$ cat config.mk
export PLATFORM = sky130hd
export DESIGN_NAME = multi_motor_encoder_tracker
export DESIGN_NICKNAME = d
export VERILOG_FILES = /design/src/rtl/mmet_pkg.sv /design/src/rtl/multi_motor_encoder_tracker.sv /design/src/rtl/mmet_update.sv
export SDC_FILE = /design/constraint.sdc
export NUM_CORES = 1
export LEC_CHECK = 0
export BUFFER_PORTS_ARGS = -buffer_cell sky130_fd_sc_hd__buf_2
export CAP_MARGIN = 10
export CORE_UTILIZATION = 60
export CTS_BUF_LIST = sky130_fd_sc_hd__clkbuf_16
export DETAILED_ROUTE_END_ITERATION = 10
export PLACE_DENSITY = 0.77
export SKIP_CTS_REPAIR_TIMING = 1
export SLEW_MARGIN = 20
export SYNTH_ARGS = -nofsm -noshare
export SYNTH_HDL_FRONTEND = slang
export SYNTH_SLANG_ARGS = --single-unit
$ cat constraint.sdc
create_clock -name clock -period 41.2 [get_ports clock]
set_input_delay 8.24 -clock clock [delete_from_list [all_inputs] [get_ports clock]]
set_output_delay 8.24 -clock clock [all_outputs]
set_load 0.03 [all_outputs]
$ cat src/rtl/mmet_pkg.sv
`timescale 1ns / 1ps
// mmet_pkg: shared types and constants of the multi-motor encoder tracker
// used by mmet_update and multi_motor_encoder_tracker; no dependencies
package mmet_pkg;

   localparam int MOTOR_SLOTS_DEF = 8;

   localparam int IDX_W   = 3;
   localparam int READ_W  = 13;
   localparam int DELTA_W = 14;
   localparam int TOTAL_W = 32;
   localparam int CNT_W   = 9;
   localparam int DIR_W   = 2;
   localparam int CPR_W   = 16;
   localparam int HALF_W  = 15;
   localparam int THR_W   = 13;
   localparam int DCNT_W  = 8;

   // unwrapped difference before saturation needs room for +-(8191 + 65535)
   localparam int WIDE_W  = 18;
   // tick counter before the set check can reach +-256
   localparam int CWIDE_W = CNT_W + 1;

   localparam logic signed [DELTA_W-1:0] DELTA_LIMIT = 14'sd8191;

   localparam int CSR_ADDR_W = 3;
   localparam int CSR_DATA_W = 16;

   localparam logic [CSR_ADDR_W-1:0] REG_COUNTS_PER_REV  = 3'd0;
   localparam logic [CSR_ADDR_W-1:0] REG_WRAP_HALF       = 3'd1;
   localparam logic [CSR_ADDR_W-1:0] REG_MOVE_THRESHOLD  = 3'd2;
   localparam logic [CSR_ADDR_W-1:0] REG_DIR_SET_COUNT   = 3'd3;
   localparam logic [CSR_ADDR_W-1:0] REG_DIR_CLEAR_COUNT = 3'd4;
   localparam logic [CSR_ADDR_W-1:0] REG_DIR_REBASE      = 3'd5;

   localparam logic [CPR_W-1:0]  RST_COUNTS_PER_REV  = 16'd8191;
   localparam logic [HALF_W-1:0] RST_WRAP_HALF       = 15'd4096;
   localparam logic [THR_W-1:0]  RST_MOVE_THRESHOLD  = 13'd10;
   localparam logic [DCNT_W-1:0] RST_DIR_SET_COUNT   = 8'd150;
   localparam logic [DCNT_W-1:0] RST_DIR_CLEAR_COUNT = 8'd5;
   localparam logic [DCNT_W-1:0] RST_DIR_REBASE      = 8'd20;

   localparam logic ACTION_FEEDBACK = 1'b0;
   localparam logic ACTION_TICK     = 1'b1;

   localparam logic signed [DIR_W-1:0] DIR_FWD  = 2'sb01;
   localparam logic signed [DIR_W-1:0] DIR_NONE = 2'sb00;
   localparam logic signed [DIR_W-1:0] DIR_REV  = 2'sb11;

   typedef struct packed {
      logic [CPR_W-1:0]  counts_per_rev;
      logic [HALF_W-1:0] wrap_half;
      logic [THR_W-1:0]  move_threshold;
      logic [DCNT_W-1:0] dir_set_count;
      logic [DCNT_W-1:0] dir_clear_count;
      logic [DCNT_W-1:0] dir_rebase;
   } cfg_type;

   typedef struct packed {
      logic              action;
      logic [READ_W-1:0] reading;
      logic              zero_request;
      logic              hold_lock;
   } item_type;

   typedef struct packed {
      logic        [READ_W-1:0]  reading;
      logic signed [DELTA_W-1:0] delta;
      logic        [TOTAL_W-1:0] total;
      logic        [TOTAL_W-1:0] lock;
      logic signed [CNT_W-1:0]   counter;
      logic signed [DIR_W-1:0]   flag;
   } slot_state_type;

endpackage

$ cat src/rtl/multi_motor_encoder_tracker.sv
`timescale 1ns / 1ps
// multi_motor_encoder_tracker: per-slot encoder unwrap and direction tracking
// accepted items pass stage 1 and the response register; one item per cycle sustained
// while rsp_tready holds, set by the single slot state read-modify-write (with forwarding)
// synchronous active-high reset restores register defaults and marks all
// slots as zero through per-slot valid bits; no clearing pass is needed
// depends on mmet_pkg and mmet_update
module multi_motor_encoder_tracker
   import mmet_pkg::*;
#(
   parameter int MOTOR_SLOTS = MOTOR_SLOTS_DEF
) (
   input  logic                  clock,
   input  logic                  reset,
   input  logic                  req_tvalid,
   output logic                  req_tready,
   // fields from bit 0: motor_index, encoder_reading, zero_request, hold_lock
   input  logic [23:0]           req_tdata,
   // fields from bit 0: action
   input  logic                  req_tuser,
   output logic                  rsp_tvalid,
   input  logic                  rsp_tready,
   // fields from bit 0: result_motor, pulse_delta, pulse_total, lock_target, direction
   output logic [87:0]           rsp_tdata,
   input  logic                  csr_we,
   input  logic [CSR_ADDR_W-1:0] csr_addr,
   input  logic [CSR_DATA_W-1:0] csr_wdata
);

   localparam int SLOT_W = (MOTOR_SLOTS > 1) ? $clog2(MOTOR_SLOTS) : 1;
   localparam int EXT_W  = SLOT_W + IDX_W;
   localparam int OUT_W  = IDX_W + DELTA_W + 2 * TOTAL_W + DIR_W;

   // configuration registers
   cfg_type cfg_ff;

   always_ff @(posedge clock) begin
      if (reset) begin
         cfg_ff.counts_per_rev  <= RST_COUNTS_PER_REV;
         cfg_ff.wrap_half       <= RST_WRAP_HALF;
         cfg_ff.move_threshold  <= RST_MOVE_THRESHOLD;
         cfg_ff.dir_set_count   <= RST_DIR_SET_COUNT;
         cfg_ff.dir_clear_count <= RST_DIR_CLEAR_COUNT;
         cfg_ff.dir_rebase      <= RST_DIR_REBASE;
      end else if (csr_we) begin
         case (csr_addr)
            REG_COUNTS_PER_REV:  cfg_ff.counts_per_rev  <= csr_wdata[CPR_W-1:0];
            REG_WRAP_HALF:       cfg_ff.wrap_half       <= csr_wdata[HALF_W-1:0];
            REG_MOVE_THRESHOLD:  cfg_ff.move_threshold  <= csr_wdata[THR_W-1:0];
            REG_DIR_SET_COUNT:   cfg_ff.dir_set_count   <= csr_wdata[DCNT_W-1:0];
            REG_DIR_CLEAR_COUNT: cfg_ff.dir_clear_count <= csr_wdata[DCNT_W-1:0];
            REG_DIR_REBASE:      cfg_ff.dir_rebase      <= csr_wdata[DCNT_W-1:0];
            default: ;
         endcase
      end
   end

   // input decode
   logic [IDX_W-1:0]  req_motor;
   logic [EXT_W-1:0]  req_motor_ext;
   logic [SLOT_W-1:0] req_slot;
   logic              req_accept;
   item_type          req_item;

   assign req_motor             = req_tdata[IDX_W-1:0];
   assign req_motor_ext         = EXT_W'(req_motor);
   assign req_slot              = req_motor_ext[SLOT_W-1:0];
   assign req_item.action       = req_tuser;
   assign req_item.reading      = req_tdata[IDX_W +: READ_W];
   assign req_item.zero_request = req_tdata[IDX_W + READ_W];
   assign req_item.hold_lock    = req_tdata[IDX_W + READ_W + 1];
   assign req_accept            = req_tvalid && req_tready;

   // slot state memory and per-slot valid bits
   slot_state_type            state_mem [MOTOR_SLOTS];
   logic [MOTOR_SLOTS-1:0]    slot_vld_ff;
   slot_state_type            rd_data_ff;
   logic                      rd_vld_ff;

   // stage 1: item with its state read
   logic                      s1_valid_ff;
   logic                      s1_valid_in;
   item_type                  s1_item_ff;
   logic [IDX_W-1:0]          s1_motor_ff;
   logic [SLOT_W-1:0]         s1_slot_ff;
   logic                      s1_in_range_ff;
   logic                      s1_adv;

   // last write, forwarded to an item whose read came before it
   logic                      fwd_vld_ff;
   logic [SLOT_W-1:0]         fwd_slot_ff;
   slot_state_type            fwd_data_ff;

   slot_state_type            s1_cur;
   slot_state_type            s1_nxt;

   logic                      rsp_valid_ff;
   logic                      rsp_valid_in;
   logic [OUT_W-1:0]          rsp_data_ff;

   assign s1_adv       = s1_valid_ff && (!rsp_valid_ff || rsp_tready);
   assign req_tready   = !s1_valid_ff || s1_adv;
   assign s1_valid_in  = req_accept ? 1'b1 : (s1_adv ? 1'b0 : s1_valid_ff);
   assign rsp_valid_in = s1_adv ? 1'b1 : ((rsp_valid_ff && rsp_tready) ? 1'b0 : rsp_valid_ff);

   always_ff @(posedge clock) begin
      if (req_accept) begin
         rd_data_ff     <= state_mem[req_slot];
         rd_vld_ff      <= slot_vld_ff[req_slot];
         s1_item_ff     <= req_item;
         s1_motor_ff    <= req_motor;
         s1_slot_ff     <= req_slot;
         s1_in_range_ff <= req_motor_ext < EXT_W'(MOTOR_SLOTS);
      end
      if (s1_adv && s1_in_range_ff) begin
         state_mem[s1_slot_ff] <= s1_nxt;
         fwd_slot_ff           <= s1_slot_ff;
         fwd_data_ff           <= s1_nxt;
      end
   end

   always_ff @(posedge clock) begin
      if (reset) begin
         slot_vld_ff  <= '0;
         fwd_vld_ff   <= 1'b0;
         s1_valid_ff  <= 1'b0;
         rsp_valid_ff <= 1'b0;
      end else begin
         if (s1_adv && s1_in_range_ff) begin
            slot_vld_ff[s1_slot_ff] <= 1'b1;
            fwd_vld_ff              <= 1'b1;
         end
         s1_valid_ff  <= s1_valid_in;
         rsp_valid_ff <= rsp_valid_in;
      end
   end

   always_comb begin
      if (fwd_vld_ff && (fwd_slot_ff == s1_slot_ff)) begin
         s1_cur = fwd_data_ff;
      end else if (rd_vld_ff) begin
         s1_cur = rd_data_ff;
      end else begin
         s1_cur = '0;
      end
   end

   mmet_update u_update (
      .cfg  (cfg_ff),
      .item (s1_item_ff),
      .cur  (s1_cur),
      .nxt  (s1_nxt)
   );

   always_ff @(posedge clock) begin
      if (s1_adv) begin
         if (s1_in_range_ff) begin
            rsp_data_ff <= {s1_nxt.flag, s1_nxt.lock, s1_nxt.total, s1_nxt.delta, s1_motor_ff};
         end else begin
            rsp_data_ff <= {(OUT_W - IDX_W)'(0), s1_motor_ff};
         end
      end
   end

   assign rsp_tvalid = rsp_valid_ff;
   assign rsp_tdata  = 88'(rsp_data_ff);

   // an item whose slot does not exist reports zero state
   a_out_of_range_zero: assert property (@(posedge clock) disable iff (reset)
      rsp_tvalid && (EXT_W'(rsp_tdata[IDX_W-1:0]) >= EXT_W'(MOTOR_SLOTS))
      |-> (rsp_tdata[OUT_W-1:IDX_W] == '0))
      else $error("out-of-range slot reported nonzero state");

   // saturation keeps the delta inside +-8191
   a_delta_range: assert property (@(posedge clock) disable iff (reset)
      rsp_tvalid |-> (rsp_tdata[IDX_W +: DELTA_W] != 14'h2000))
      else $error("pulse_delta outside saturation range");

   // direction is only -1, 0 or 1
   a_dir_code: assert property (@(posedge clock) disable iff (reset)
      rsp_tvalid |-> (rsp_tdata[OUT_W-1 -: DIR_W] != 2'b10))
      else $error("illegal direction code");

   // a stalled stage-1 item is never dropped or overwritten
   a_s1_hold: assert property (@(posedge clock) disable iff (reset)
      s1_valid_ff && !s1_adv |-> !req_accept ##1 s1_valid_ff)
      else $error("stage-1 item lost while stalled");

endmodule

$ cat src/rtl/mmet_update.sv
`timescale 1ns / 1ps
// mmet_update: next slot state for one feedback or direction tick item
// depends on mmet_pkg
module mmet_update
   import mmet_pkg::*;
(
   input  cfg_type        cfg,
   input  item_type       item,
   input  slot_state_type cur,
   output slot_state_type nxt
);

   logic signed [DELTA_W-1:0] diff;
   logic        [DELTA_W-1:0] diff_mag;
   logic signed [WIDE_W-1:0]  unwrap;
   logic signed [DELTA_W-1:0] delta_sat;
   logic        [TOTAL_W-1:0] total_sum;
   logic        [DELTA_W-1:0] last_mag;
   logic signed [CWIDE_W-1:0] cnt_step;
   logic        [CWIDE_W-1:0] cnt_mag;
   logic signed [DIR_W-1:0]   cnt_sign;
   logic signed [CWIDE_W-1:0] rebase_ext;

   always_comb begin
      diff     = $signed(DELTA_W'({1'b0, item.reading}))
               - $signed(DELTA_W'({1'b0, cur.reading}));
      diff_mag = diff[DELTA_W-1] ? DELTA_W'(-diff) : DELTA_W'(diff);
      unwrap   = WIDE_W'(diff);
      if (HALF_W'(diff_mag) > cfg.wrap_half) begin
         if (diff[DELTA_W-1]) begin
            unwrap = unwrap + $signed(WIDE_W'(cfg.counts_per_rev));
         end else begin
            unwrap = unwrap - $signed(WIDE_W'(cfg.counts_per_rev));
         end
      end
      if (unwrap > WIDE_W'(DELTA_LIMIT)) begin
         delta_sat = DELTA_LIMIT;
      end else if (unwrap < -WIDE_W'(DELTA_LIMIT)) begin
         delta_sat = -DELTA_LIMIT;
      end else begin
         delta_sat = unwrap[DELTA_W-1:0];
      end
      total_sum = cur.total + TOTAL_W'(delta_sat);

      // direction tick
      last_mag = cur.delta[DELTA_W-1] ? DELTA_W'(-cur.delta) : DELTA_W'(cur.delta);
      cnt_step = CWIDE_W'(cur.counter);
      if (last_mag > DELTA_W'(cfg.move_threshold)) begin
         cnt_step = cur.delta[DELTA_W-1] ? cnt_step - CWIDE_W'(1) : cnt_step + CWIDE_W'(1);
      end else if (cnt_step > 0) begin
         cnt_step = cnt_step - CWIDE_W'(1);
      end else if (cnt_step < 0) begin
         cnt_step = cnt_step + CWIDE_W'(1);
      end
      cnt_mag    = cnt_step[CWIDE_W-1] ? CWIDE_W'(-cnt_step) : CWIDE_W'(cnt_step);
      cnt_sign   = (cnt_step > 0) ? DIR_FWD : ((cnt_step < 0) ? DIR_REV : DIR_NONE);
      rebase_ext = $signed(CWIDE_W'(cfg.dir_rebase));

      nxt = cur;
      if (item.action == ACTION_FEEDBACK) begin
         nxt.reading = item.reading;
         nxt.delta   = delta_sat;
         nxt.total   = total_sum;
         if (!item.hold_lock) begin
            nxt.lock = total_sum;
         end
         if (item.zero_request) begin
            nxt.total = '0;
            nxt.lock  = '0;
         end
      end else begin
         nxt.counter = cnt_step[CNT_W-1:0];
         if (cnt_mag >= CWIDE_W'(cfg.dir_set_count)) begin
            nxt.flag = cnt_sign;
            if (cnt_sign == DIR_FWD) begin
               nxt.counter = rebase_ext[CNT_W-1:0];
            end else if (cnt_sign == DIR_REV) begin
               nxt.counter = CNT_W'(-rebase_ext);
            end else begin
               nxt.counter = '0;
            end
         end else if (cnt_mag <= CWIDE_W'(cfg.dir_clear_count)) begin
            nxt.flag = DIR_NONE;
         end
      end
   end

endmodule

==> impl_metrics.csv, run 1 <==
group,metric,value,unit
sta,slew_headroom,26.93,%
yosys,synth-main-ff-cell,"edfxtp_1",
power_and_ir_drop,ir_worst_vdd,0.00004021,V
global_route,grt_max_degree,97,
sta,final_max_slew_viol_count,0,
detailed_routing,num_vias,30530,
yosys,ys_types,105,
sta,hold_viol,0,
place,port_buffers,127,
power_and_ir_drop,p_leak,19.23,nW
cells_and_area,layout_commonest_cell,"edfxtp_1",
yosys,synth-async-reset-ratio,0,%
sta,fmax,58.13,MHz
cells_and_area,finalInstanceArea,55400,um2
cells_and_area,layout_common_cells,"edfxtp_1, nand2_1, a21oi_1",
die,ios,139,
critical_path,path_max_fanout,4,
yosys,ys_ff_latch,1122,
global_route,grt_pass1_vias,30840,
sta,fin_crit,17200,ps
yosys,synthCells,3425,
detailed_routing,vias_per_cell,6.587,
cells_and_area,diodes,0,
sta,fin_crit_sh,41.76,%
clock_tree,numCtsBuffers,108,
yosys,avgSynthCellArea,14.78,um2
global_route,grt_pass1_wl,189000,um
die,core_area,83560,um2
clock_tree,cts_sinks,1122,
global_route,overflow,0,
outcome,outcome,"finished, final reports clean",
detailed_routing,routed_wl,127000,um
critical_path,reg2reg_to,"state_mem[4][65]",
cells_and_area,finalNonFillerCells,4634,
clock_tree,path_clk_slew,60,ps
clock_tree,cts_tree,"yes",
sta,fin_worst_skew,66.35,ps
critical_path,ff2ff_setup_slack,28200,ps
global_route,antenna_found_initial,0,
detailed_routing,ant_nets,0,
cells_and_area,area_delta_synth_final,9.464,%
die,die_area,85510,um2
yosys,syn_area,50610,um2
job,maxCapViolations,0,
critical_path,cp_slowest_cell,"nor2b_1",
critical_path,worstSetupPathType,"in2out",
clock_tree,root_buffer,"clkbuf_16",
critical_path,crit_end,"req_tready",
clock_tree,clkLatencyLatePin,720,ps
critical_path,end_kind,"output pin",
detailed_routing,drc_errors,0,
critical_path,reg2reg_depth,43,
sta,fin_setup_tns,0,ps
yosys,yosysSeqAreaShare,65.02,%
critical_path,required,32960,ps
die,rows,106,
critical_path,start_kind,"primary input",
cells_and_area,layout-drive-gt1-share,20.71,%
place,place.gp.congestion,0.9016,
place,dp_cells,4432,
sta,rsz0062_at_grt,"false",
critical_path,cpPeakStageDelay,290,ps
power_and_ir_drop,cellPowerDensity,56.94,nW/um2
detailed_routing,drt_iter0_drc,3786,
die,die_h,292.4,um
die,die_x,292.4,um
clock_tree,clk_path_buf_depth,3,
sta,setup_violations,0,
critical_path,path_common_cell,"buf_2",
yosys,yosys_warnings,0,
critical_path,r2r-start,"s1_slot_ff[1]",
cells_and_area,nets,3612,
yosys,synth_edf_count,1043,
critical_path,crit_arrival,8960,ps
critical_path,path_cells,"buf_2 > nor2b_1 > nand2_1 > buf_2",
place,placed_cell_area,51760,um2
sta,tightest_slew,1092,ps
detailed_routing,routedWlPerCell,27.40,um
die,initial_core_util,60.57,%
global_route,grt_usage,29.70,%
critical_path,worstSetupStartpoint,"rsp_tready",
clock_tree,h-tree-depth,3,
place,dp.final_hpwl,74810,um
hold_path,holdCritPathClass,"reg2reg",
detailed_routing,first_pass_iters,6,
## worst max-delay path: cells and delay by family
kind | cells | cell delay (ps)
buffers and inverters | 2 | 290
and+or+nand+nor | 2 | 430
## cell families after synthesis
logic type	share of synthesized area, %
XOR/XNOR	2.233
AO/OA/AOI/OAI	7.173
multiplexers	12.04
adder cells (fa/ha/maj)	2.658
AND/OR/NAND/NOR	7.576
other	0.007410
flip-flops	65.02
buffers and inverters	3.296
## flip-flops by register name (all words and copies together), names as in the netlist
name and count:
s1_valid_ff 1, state_mem 816, rsp_data_ff 5, s1_item_ff 16
fwd_slot_ff 3, rd_vld_ff 1, slot_vld_ff 8, cfg_ff 68
fwd_vld_ff 1, s1_slot_ff 3, fwd_data_ff 97, rd_data_ff 102
rsp_tvalid 1
## layout make-up
class | instances | area (um2)
Clock buffer | 109 | 2728
Clock inverter | 93 | 903.4
Fill cell | 5556 | 28160
Inverter | 94 | 352.8
Multi-Input combinational cell | 1960 | 16120
Sequential cell | 1122 | 32900
Tap cell | 1080 | 1351
Timing Repair Buffer | 176 | 1037
## metal layers
metal	global-route usage [%]	up-vias	part of all wire (%)	wire length (um)
li1	-	13160	-	-
met1	39.36	15460	38	48830
met2	50.03	1627	50	63080
met3	4.530	284	8.1	10330
met4	11.06	0	3.7	4750
met5	0	-	0	0
## power breakdown
group / total [mW] / internal [mW] / switching, mW
clock network: 1.00 / 0.567 / 0.437
logic: 0.761 / 0.238 / 0.522
registers: 1.39 / 1.37 / 0.0211
## per-stage QoR
| step | hold slack [ps] | power, mW | setup slack, ps | utilization, % |
|---|---|---|---|---|
| 3_5_place_dp | 447.9 | 2.153 | 23990 | 61.95 |
| 5_1_grt | 473.2 | 3.258 | 23920 | 66.30 |
| 2_1_floorplan | 434.8 | 1.921 | 19670 | - |
| 4_1_cts | 456.3 | 3.149 | 23990 | 66.30 |
| 6_report | 454.3 | 3.154 | 24000 | 66.30 |
| 3_3_place_gp | 444.0 | 2.127 | 24020 | 61.95 |
## how the worst min path moves through the flow
stage	startpoint	to	slack [ps]	cells after the start
floorplan	slot_vld_ff[2]	slot_vld_ff[2]	430	2
global placement	cfg_ff[41]	cfg_ff[41]	440	2
detailed placement	cfg_ff[41]	cfg_ff[41]	450	2
CTS	cfg_ff[41]	cfg_ff[41]	460	2
global route	cfg_ff[41]	cfg_ff[41]	470	2
finish	cfg_ff[41]	cfg_ff[41]	450	2
## cells in the mapped netlist, types with 6 or more instances
cell      number  area, um2
and3_1        47      294.0
edfxtp_1    1043      31320
o21bai_1      12      90.09
o21ai_0       92      460.4
nand2b_1      19      118.9
a21o_1        33      247.7
or3_1         10      62.56
or2_2         10      62.56
nor3_1        33      165.2
a211o_1        9      78.83
a31oi_1       27      168.9
buf_1         31      116.4
o31ai_1       11      82.58
xor2_1        45      394.1
a22oi_1       10      75.07
nand4_1       14      87.58
nor2b_1       17      106.4
dfxtp_1       79       1582
a21oi_1      232       1161
nor4_1        12      75.07
a22o_1        14      122.6
and2_1        23      143.9
a211oi_1       7      52.55
o21a_1        21      157.7
mux4_2       206       4639
nand3_1       84      420.4
nor2_1       166      623.1
o22ai_1       16      100.1
ha_1          99       1239
buf_4         86      645.6
nand2_1      340       1276
inv_1         92      345.3
a41oi_1        7      61.31
xnor2_1       71      621.9
mux2i_1       15      150.1
mux2_2       110       1239
xnor2_2        6      97.59
nand3b_1      23      172.7
clkbuf_1     127      476.7
No activity file was read; power rests on OpenSTA's default activity.
==> run 2, diff against run 1 <==
--- a/config.mk
+++ b/config.mk
@@ -7,7 +7,7 @@
 export LEC_CHECK = 0
 export BUFFER_PORTS_ARGS = -buffer_cell sky130_fd_sc_hd__buf_2
 export CAP_MARGIN = 10
-export CORE_UTILIZATION = 60
+export CORE_UTILIZATION = 57
 export CTS_BUF_LIST = sky130_fd_sc_hd__clkbuf_16
 export DETAILED_ROUTE_END_ITERATION = 10
 export PLACE_DENSITY = 0.77
==> constraint.sdc (replaced) <==
create_clock -name clock -period 15 [get_ports clock]
set_input_delay 3 -clock clock [delete_from_list [all_inputs] [get_ports clock]]
set_output_delay 3 -clock clock [all_outputs]
set_load 0.03 [all_outputs]
==> run 2 against run 1 <==
Effect of this change: utilization down 2.8 points; sequential power rose to 2.7 times the previous value; final area up 0.14%; routed wire length down 3.0%; critical path type is now reg2reg; largest cell class unchanged.
==> impl_metrics.csv, run 2 (same netlist as run 1, synthesis figures left out) <==
group,metric,value,unit
power_and_ir_drop,ir_worst_vdd,0.0001241,V
detailed_routing,first_pass_iters,7,
sta,hold_viol,0,
detailed_routing,drc_errors,0,
detailed_routing,routed_wl,123200,um
sta,worst_slack,2366,ps
place,port_buffers,127,
global_route,antenna_found_initial,1,
cells_and_area,largest_register_ffs,816,
sta,rsz0062_at_grt,"false",
cells_and_area,layout_commonest_cell,"edfxtp_1",
critical_path,crit_arrival,12990,ps
detailed_routing,vias_per_cell,6.421,
global_route,grt_usage,27.32,%
critical_path,reg2reg_to,"state_mem[0][65]",
sta,setup_violations,0,
cells_and_area,regMostFlops,"state_mem",
clock_tree,h-tree-depth,3,
power_and_ir_drop,p_leak,19.21,nW
detailed_routing,num_vias,30180,
sta,holdWs,456.7,ps
critical_path,cpPeakStageDelay,850,ps
sta,fin_crit_sh,84.23,%
power_and_ir_drop,cellPowerDensity,155.1,nW/um2
cells_and_area,nets,3608,
critical_path,worstSetupPathType,"reg2reg",
cells_and_area,finalNonFillerCells,4700,
cells_and_area,fill_cells,6209,
cells_and_area,layout-drive-gt1-share,20.11,%
global_route,grt_pass1_vias,29740,
clock_tree,cts_sinks,1122,
sta,fin_crit,12630,ps
clock_tree,path_clk_slew,60,ps
cells_and_area,reg_top3,"state_mem (816), rd_data_ff (102), fwd_data_ff (97)",
sta,fin_worst_skew,32.97,ps
critical_path,reg2reg_depth,44,
critical_path,required,15360,ps
die,ios,139,
hold_path,min_to,"cfg_ff[46]",
die,die_area,89980,um2
sta,fmax,79.15,MHz
clock_tree,clkLatencyLatePin,690,ps
cells_and_area,final_util,63.54,%
global_route,grt_pass1_wl,183300,um
place,placed_cell_area,51860,um2
place,post-place-ws,2707,ps
cells_and_area,area_delta_synth_final,9.613,%
critical_path,path_max_fanout,45,
die,die_x,300.0,um
clock_tree,cts_tree,"yes",
job,maxCapViolations,0,
critical_path,r2r-start,"s1_slot_ff[1]",
sta,slew_headroom,25.50,%
place,dp_cells,4502,
critical_path,end_kind,"flip-flop",
outcome,outcome,"finished, final reports clean",
hold_path,min_from,"cfg_ff[46]",
power_and_ir_drop,finalPower,8.604,mW
critical_path,ff2ff_setup_slack,2370,ps
die,initial_core_util,57.97,%
clock_tree,numCtsBuffers,108,
die,die_h,300.0,um
die,core_area,87290,um2
hold_path,holdCritPathClass,"reg2reg",
place,dp.final_hpwl,70160,um
global_route,overflow,0,
cells_and_area,finalInstanceArea,55470,um2
die,rows,108,
global_route,grt_max_degree,106,
critical_path,start_kind,"flip-flop",
cells_and_area,diodes,0,
sta,final_max_slew_viol_count,0,
sta,tightest_slew,1112,ps
hold_path,hold_depth,2,
cells_and_area,layout_common_cells,"edfxtp_1, nand2_1, a21oi_1",
place,place.gp.congestion,0.8991,
critical_path,cp_slowest_cell,"a31oi_1",
clock_tree,root_buffer,"clkbuf_16",
detailed_routing,routedWlPerCell,26.20,um
detailed_routing,ant_nets,0,
clock_tree,clk_path_buf_depth,3,
sta,fin_setup_tns,0,ps
detailed_routing,drt_iter0_drc,3329,
## run 2: changes by cell type in the layout (fill, tap and decap cells not counted), sizes merged
cell and change:
clkinv -12, inv +6, buf -3, clkbuf +2
clkinvlp -2
## run 2: how the worst max path moves through the flow
stage | start | endpoint | slack, ps | cells after the start
after floorplan | rsp_tready | state_mem[7][0] | 1320 | 4
after global placement | s1_slot_ff[1] | state_mem[6][65] | 2900 | 46
after detailed placement | s1_slot_ff[1] | state_mem[5][65] | 2710 | 44
after CTS | s1_slot_ff[1] | state_mem[5][65] | 2630 | 44
after global routing | s1_slot_ff[1] | state_mem[3][65] | 1700 | 43
final | s1_slot_ff[1] | state_mem[0][65] | 2370 | 44
## run 2: area by class of cell
| class | count | area (um2) | area share (%) |
|---|---|---|---|
| multi-input cells | 1960 | 16140 | 29.09 |
| inverters | 94 | 352.8 | 0.6361 |
| clock buffers | 112 | 2803 | 5.053 |
| repair buffers | 172 | 1049 | 1.890 |
| clock inverters | 85 | 780.7 | 1.407 |
| flip-flops and latches | 1122 | 32900 | 59.31 |
| well taps | 1155 | 1445 | 2.605 |
## run 2: layer usage
layer | vias up | track usage (%) | part of all wire [%]
met2 | 1577 | 45.25 | 49
li1 | 13140 | - | -
met4 | 0 | 8.892 | 3.0
met3 | 223 | 5.391 | 9.5
met5 | - | 0 | 0
met1 | 15240 | 36.51 | 39
## run 2: report_power, final
part	switching, mW	total, mW	internal, mW
registers	0.0580	3.82	3.76
logic	1.39	2.04	0.652
clock network	1.17	2.74	1.58
## run 2: worst max-delay path: cells and delay by family, from the launching register on
family / cells / cell delay [ps]
compound gates: 12 / 3950
xor+xnor: 4 / 730
fa+ha+maj: 6 / 1810
buf+inv: 2 / 720
flops: 1 / 570
simple gates: 20 / 4480
